--- src/hw/rtl/rcc_pkg.sv ---
// Shared types and constants for the rainflow cycle counter.
// Used by rcc_ctrl, rcc_dp and rainflow_cycle_counter_timed; no dependencies.
package rcc_pkg;

  // default sizes
  localparam int STACK_DEPTH_DEF = 64;
  localparam int VALUE_WIDTH_DEF = 16;
  localparam int TIME_WIDTH_DEF  = 32;

  // cycle kind codes on the result side
  localparam logic [1:0] KIND_HALF = 2'd0;
  localparam logic [1:0] KIND_FULL = 2'd1;
  localparam logic [1:0] KIND_END  = 2'd2;

  // controller -> datapath commands
  typedef struct packed {
    logic load_item;   // request accepted: push point or flag overflow
    logic pop_half;    // count half cycle at stack bottom
    logic pop_full;    // count full cycle, drop two inner points
    logic refill;      // reload cached entries from memory read
    logic flush_rd;    // read residue pair
    logic flush_step;  // emit residue pair if nonzero, advance
    logic end_emit;    // emit end marker, empty stack
    logic send_last;   // move held result out as last of run
  } cmd_t;

  // datapath -> controller status
  typedef struct packed {
    logic pop_cond;    // three or more points and older range <= newer range
    logic older_nz;    // older range nonzero
    logic cnt_is3;     // exactly three points on stack
    logic last;        // current request is last of sequence
    logic flush_more;  // residue pairs left to read
    logic pair_diff;   // residue pair values differ
    logic pend_valid;  // a result is held back
    logic out_free;    // output register can take a result
  } status_t;

endpackage

--- src/hw/rtl/rcc_ctrl.sv ---
// Controller state machine of the rainflow cycle counter.
// Depends on rcc_pkg (cmd_t, status_t); drives rcc_dp through commands.
module rcc_ctrl (
  input  logic             clk,
  input  logic             rst,
  input  logic             s_tvalid,
  output logic             s_tready,
  input  rcc_pkg::status_t st,
  output rcc_pkg::cmd_t    cmd
);

  typedef enum logic [2:0] {
    IDLE,
    CHECK,
    REFILL,
    FL_RD,
    FL_EMIT,
    FL_END,
    FINISH
  } state_t;

  state_t state, state_next;
  logic   emit_ok;

  // a new result may enter the hold register if the held one can leave
  assign emit_ok  = !st.pend_valid || st.out_free;
  assign s_tready = (state == IDLE);

  // next state and commands
  always_comb begin
    state_next = state;
    cmd        = '0;
    unique case (state)
      IDLE: begin
        if (s_tvalid) begin
          cmd.load_item = 1'b1;
          state_next    = CHECK;
        end
      end
      CHECK: begin
        if (st.pop_cond) begin
          if (!st.older_nz || emit_ok) begin
            if (st.cnt_is3) begin
              cmd.pop_half = 1'b1;
            end else begin
              cmd.pop_full = 1'b1;
              state_next   = REFILL;
            end
          end
        end else if (st.last) begin
          state_next = FL_RD;
        end else begin
          state_next = FINISH;
        end
      end
      REFILL: begin
        cmd.refill = 1'b1;
        state_next = CHECK;
      end
      FL_RD: begin
        if (st.flush_more) begin
          cmd.flush_rd = 1'b1;
          state_next   = FL_EMIT;
        end else begin
          state_next = FL_END;
        end
      end
      FL_EMIT: begin
        if (!st.pair_diff || emit_ok) begin
          cmd.flush_step = 1'b1;
          state_next     = FL_RD;
        end
      end
      FL_END: begin
        if (emit_ok) begin
          cmd.end_emit = 1'b1;
          state_next   = FINISH;
        end
      end
      FINISH: begin
        if (!st.pend_valid) begin
          state_next = IDLE;
        end else if (st.out_free) begin
          cmd.send_last = 1'b1;
          state_next    = IDLE;
        end
      end
      default: begin
        state_next = IDLE;
      end
    endcase
  end

  always_ff @(posedge clk) begin
    if (rst) begin
      state <= IDLE;
    end else begin
      state <= state_next;
    end
  end

  // at most one datapath command per cycle
  a_cmd_onehot: assert property (@(posedge clk) disable iff (rst)
    $onehot0({cmd.load_item, cmd.pop_half, cmd.pop_full, cmd.refill,
              cmd.flush_rd, cmd.flush_step, cmd.end_emit, cmd.send_last}))
    else $error("rcc_ctrl: more than one command");

endmodule

--- config.mk ---
export PLATFORM = sky130hd
export DESIGN_NAME = rcc_ctrl
export DESIGN_NICKNAME = d
export VERILOG_FILES = /design/src/hw/rtl/rcc_pkg.sv /design/src/hw/rtl/rcc_ctrl.sv
export SDC_FILE = /design/constraint.sdc
export NUM_CORES = 1
export LEC_CHECK = 0
export BUFFER_PORTS_ARGS = -buffer_cell sky130_fd_sc_hd__clkbuf_2
export CELL_PAD_IN_SITES_DETAIL_PLACEMENT = 1
export CELL_PAD_IN_SITES_GLOBAL_PLACEMENT = 1
export CORE_AREA = 2 2 40 42
export DETAILED_ROUTE_END_ITERATION = 10
export DIE_AREA = 0 0 42 44
export HOLD_SLACK_MARGIN = 0.15
export PLACE_DENSITY = 0.76
export SLEW_MARGIN = 20
export SYNTH_ARGS = -nofsm -noshare
export SYNTH_HDL_FRONTEND = slang
export SYNTH_SLANG_ARGS = --single-unit
--- constraint.sdc ---
create_clock -name clk -period 1.5 [get_ports clk]
set_clock_uncertainty 0.1 [all_clocks]
set_input_delay 0.075 -clock clk [delete_from_list [all_inputs] [get_ports clk]]
set_output_delay 0.075 -clock clk [all_outputs]
set_load 0.02 [all_outputs]
==> impl_metrics.ini, run 1 <==
[route]
viasPerCell = 5.03
dr.pass1.iters = 3
ant_nets = 0
wl_um = 1190
drt_iter0_drc = 5
vias = 448
wl_per_cell_um = 13.4
drc = 0

[timing]
hold_slack_ps = 196
maxSlewViolCount = 0
worst_pin_slew_ps = 488
finalCriticalPeriod_ps = 1450
fmaxAchievable_mhz = 692
period_share_pct = 96.4
setup_violations = 0
setup_ws_ps = 53.9
rsz0062_at_grt = yes
relSlewSlack_pct = 67.1
hold_viol_final = 0

[critical_path]
crit_arrival_ps = 1510
critPathMaxFanout = 6
critPathCaptureType = flip-flop
slowest_stage = or3_4
path_cells = or3_4 -> a21o_1 -> a41o_1 -> nor2_1
crit_path_start_kind = flip-flop
max_stage_delay_ps = 390
cpLargestDelayFamily = simple AND/OR/NAND/NOR gates
path_buf_inv = 0
crit_type = reg -> reg
crit_required_ps = 1570

[logic_synthesis]
yosysTopAreaCell = dfxtp_1
syn_area_um2 = 344
syn_inst = 47
yosysSeqAreaShare_pct = 17.5
synthesis.nets = 58
synth-seq-cells = 3
synth_top_area_share_pct = 17.5
synthTopCellsByArea = dfxtp_1 17%, a41o_1 5.8%, and3b_2 5.8%
ys_warn_count = 0
syn_area_per_cell_um2 = 7.32
yosysUniqueCellTypes = 26

[global_routing]
grt_antenna_before_repair = 0
grt_use_total_pct = 14.5
grt_max_degree = 10
grt_use_met1_pct = 15.2
busiest_layer = met2
use_met3_pct = 3.75
grt.overflow.total = 0
grt_pass1_wl_um = 1940
grtUsageMet2_pct = 26.6
grt_pass1_vias = 443

[cts]
htreeDepth = 1
clk_path_buf_depth = 2
clk_pin_slew_ps = 40
cts_sinks = 3
root_buffer = clkbuf_4
clk_latency_ps = 240
cts_tree = built
cts-buffers-inserted = 3

[cells_and_area]
num_antenna_cells = 0
area_growth_pct = 62.5
top_regs = state x3
layout.nets = 85
regMostFlops = state
largest_reg_flops = 3
stdcell_area_um2 = 559
drive_gt1_share_pct = 50.7

[floorplanning]
start_util_pct = 24.3
dieArea_um2 = 1850
die-height_um = 44
coreArea_um2 = 1420
rows = 14
num_io_pins = 20
die_x_um = 42

[placed_design]
gp_congestion = 0.762
place_area_um2 = 480
place_ws_ps = 67.0
port_buffers = 19
dpl.hpwl_um = 962

[pwr]
p_per_area_nw_per_um2 = 923
ir_drop_uv = 268
power.leakage_nw = 0.261

[worst_hold_path]
hp-class = in -> reg

[run_status]
outcome = finished, final reports clean

[flow_run]
cap_violations = 0
==> final timing paths <==
kind | slack, ps | depth (start not counted) | start | end
worst max-delay path | 50 | 4 | state[2] | state[2]
worst min-delay path | 200 | 4 | st[4] | state[2]
worst max register to register | 50 | 4 | state[2] | state[2]
worst min register to register | 560 | 3 | state[2] | state[2]
==> power by group <==
group	switching, W	leakage [nW]	internal, W
Combinational	0.000131	0.220	0.000124
Clock	0.0000442	0.0150	0.0000999
Sequential	0.0000215	0.0261	0.0000957
Total	0.000197	0.261	0.000319
==> cell type report <==
class	count	area [µm²]
fill	184	860
multi-input combinational	41	294
timing repair buffer	25	153
sequential	3	66.3
clock buffer	4	26.3
tap	16	20.0
==> cell usage in the layout (no fill, tap or decap) <==
master          n
nor3_4          1
clkbuf_4        3
nor3_1          3
a21o_1          1
and4b_1         1
a41o_1          2
a21oi_1         1
and4b_2         1
or3_4           2
nor2_1          5
o21bai_1        2
and3_1          1
buf_2           1
a41oi_2         1
dlygate4sd3_1   2
clkbuf_1        1
dfxtp_2         2
nor2b_1         1
nand2b_1        3
o21ai_0         3
nand4b_1        1
and3b_2         2
nor3b_1         1
buf_4           7
nand3b_1        1
nand4_1         1
and4bb_2        1
nand2_1         4
and2_1          2
dfxtp_4         1
clkbuf_2       15
==> layer usage <==
metal  wire (µm)  part of all wire, %
met5           0                    0
met4          15                  1.3
met3          34                  2.9
met2         658                   55
met1         480                   40
==> cell usage after synthesis (all sizes together) <==
cell / n
nor3b: 1
o21ai: 3
nand3b: 1
nand4: 1
and4bb: 1
clkbuf: 1
dfxtp: 3
or3: 2
and4b: 2
buf: 2
a21oi: 1
nor3: 4
and3: 1
nor2: 5
and2: 2
and3b: 2
nand2b: 3
nand2: 4
nor2b: 1
a41o: 2
a41oi: 1
nand4b: 1
o21bai: 2
a21o: 1
==> per-stage QoR <==
step	TNS [ps]	std cells	util, %	power (W)
finish	0	89	39.4	0.000516
global route	-33.1	89	39.4	0.000559
CTS	0	89	37.1	0.000494
detailed placement	0	83	33.9	0.000340
global placement	0	83	33.9	0.000331
floorplan	0	47	-	0.000253
==> worst register-to-register path, stage by stage, from the launching register on <==
cell     delay [ps]
dfxtp_4         360
or3_4           390
a21o_1          230
a41o_1          220
nor2_1           90
==> kinds of logic after synthesis <==
logic type | count (synthesis) | synth area share, %
buffers and inverters | 3 | 4.00
AND/OR/NAND/NOR | 31 | 57.8
flip-flops | 3 | 17.5
AO/OA/AOI/OAI | 10 | 20.7
==> timing repair <==
| item | 4_1_cts | 5_1_grt |
|---|---|---|
| gates resized for setup | 0 | 15 |
| hold buffers | 2 | 0 |
| setup endpoints to repair | 0 | 6 |
| hold endpoints to repair | 3 | 0 |
| buffers inserted | 0 | 1 |
Note: power is estimated with default switching activity, not from simulation.
==> run 2: changes to the inputs <==
GPL_TIMING_DRIVEN = 0   (was unset)
==> impl_metrics.ini, run 2 (same netlist as run 1, synthesis figures left out) <==
[cells_and_area]
drive_gt1_share_pct = 48.6
largest_reg_flops = 3
fin_util_pct = 38.3
layout.nets = 84
top_regs = state x3
final_common_cell = clkbuf_2
layout_common_cells = 19 x clkbuf_2, 5 x nor2_1, 4 x nand2_1, 4 x clkbuf_4
area_growth_pct = 57.8
regMostFlops = state
num_antenna_cells = 0
stdcell_area_um2 = 543

[placed_design]
gp_congestion = 0.777
place_area_um2 = 464
dpl.hpwl_um = 957
port_buffers = 19

[timing]
fmaxAchievable_mhz = 698
rsz0062_at_grt = yes
setup_tns_ps = 0
hold_viol_final = 0
period_share_pct = 95.4
worst_pin_slew_ps = 356
maxSlewViolCount = 0
finalCriticalPeriod_ps = 1430
setup_violations = 0
relSlewSlack_pct = 76.1

[global_routing]
grt.overflow.total = 0
grt_pass1_vias = 451
grt_max_degree = 11
grt_antenna_before_repair = 0
grt_pass1_wl_um = 1990
grt_use_total_pct = 14.2

[run_status]
outcome = finished, final reports clean

[pwr]
p_sw_w = 0.000195
internal-power_w = 0.000307
switching_share_pct = 38.9
total_power_w = 0.000502
power.leakage_nw = 0.259
power_frac_clock_pct = 28.5
combPwrFrac_pct = 50.4
power_frac_seq_pct = 21.1
ir_drop_uv = 309
p_per_area_nw_per_um2 = 925

[critical_path]
critPathMaxFanout = 5
r2r_end = state[2]
cp-startpoint = state[1]
crit_path_end = state[2]
crit_type = reg -> reg
crit_required_ps = 1560
reg2regPathDepth = 4
reg2reg_from = state[1]
timing.reg2reg.setup_slack_ps = 70
crit_path_start_kind = flip-flop
critPathCaptureType = flip-flop
crit_arrival_ps = 1500

[route]
dr.pass1.iters = 4
viasPerCell = 5.22
drt_iter0_drc = 3
wl_per_cell_um = 13.6
vias = 459
wl_um = 1190
ant_nets = 0
drc = 0

[floorplanning]
start_util_pct = 24.3
rows = 14
coreArea_um2 = 1420
die-height_um = 44
die_x_um = 42
dieArea_um2 = 1850
num_io_pins = 20

[worst_hold_path]
hp-class = in -> reg
holdPathStages = 4

[cts]
clk_pin_slew_ps = 40
cts-buffers-inserted = 3
cts_tree = built
cts_sinks = 3
clk_path_buf_depth = 2
root_buffer = clkbuf_4
htreeDepth = 1
clk_latency_ps = 240

[flow_run]
cap_violations = 0
[run 2: worst max-delay path, cell delays in order (launching register included)]
cell     delay (ps)
dfxtp_2         330
or3_4           370
a21o_1          230
a41o_1          230
nor2_1          100
[run 2: area by class of cell]
| cell class | count | area, µm² |
|---|---|---|
| buffer | 3 | 22.5 |
| clock buffer | 4 | 26.3 |
| fill | 192 | 876 |
| tap | 16 | 20.0 |
| timing repair buffer | 21 | 118 |
| sequential | 3 | 62.6 |
| multi-input combinational | 41 | 294 |
[run 2: how the worst min path moves through the flow]
| stage | start | to | slack [ps] |
|---|---|---|---|
| after floorplan | rst | state[0] | 120 |
| after global placement | rst | state[0] | 280 |
| after detailed placement | rst | state[0] | 280 |
| after CTS | st[2] | state[1] | 260 |
| after global routing | st[4] | state[2] | 240 |
| final | st[4] | state[2] | 210 |
[run 2: through the flow]
step	std cells	hold WS (ps)	setup slack, ps
after floorplan	47	123	161
after global placement	82	277	143
after detailed placement	82	278	76.0
after CTS	88	257	10.3
after global routing	88	242	0.956
final	88	210	68.3
[run 2: power groups by stage]
stage,Clock (W),Sequential (W),Combinational (W)
after floorplan,0,0.000101,0.000152
after global placement,0,0.000104,0.000214
after detailed placement,0,0.000104,0.000224
after CTS,0.000148,0.000103,0.000230
after global routing,0.000164,0.000109,0.000274
final,0.000143,0.000106,0.000253
[run 2: routing by layer]
metal / vias up / global-route usage (%) / share of wire [%]
met5: - / 0 / 0
met4: 0 / 5.81 / 1.4
met3: 2 / 1.25 / 2.8
met2: 12 / 28.1 / 56
met1: 218 / 15.4 / 40
li1: 227 / - / -
[run 2: what timing repair did]
item,4_1_cts,5_1_grt
pin swaps,0,4
endpoints found under the setup margin,4,3
hold buffers,2,0
setup buffers,0,0
hold endpoints to repair,3,0
gates resized for setup,1,13
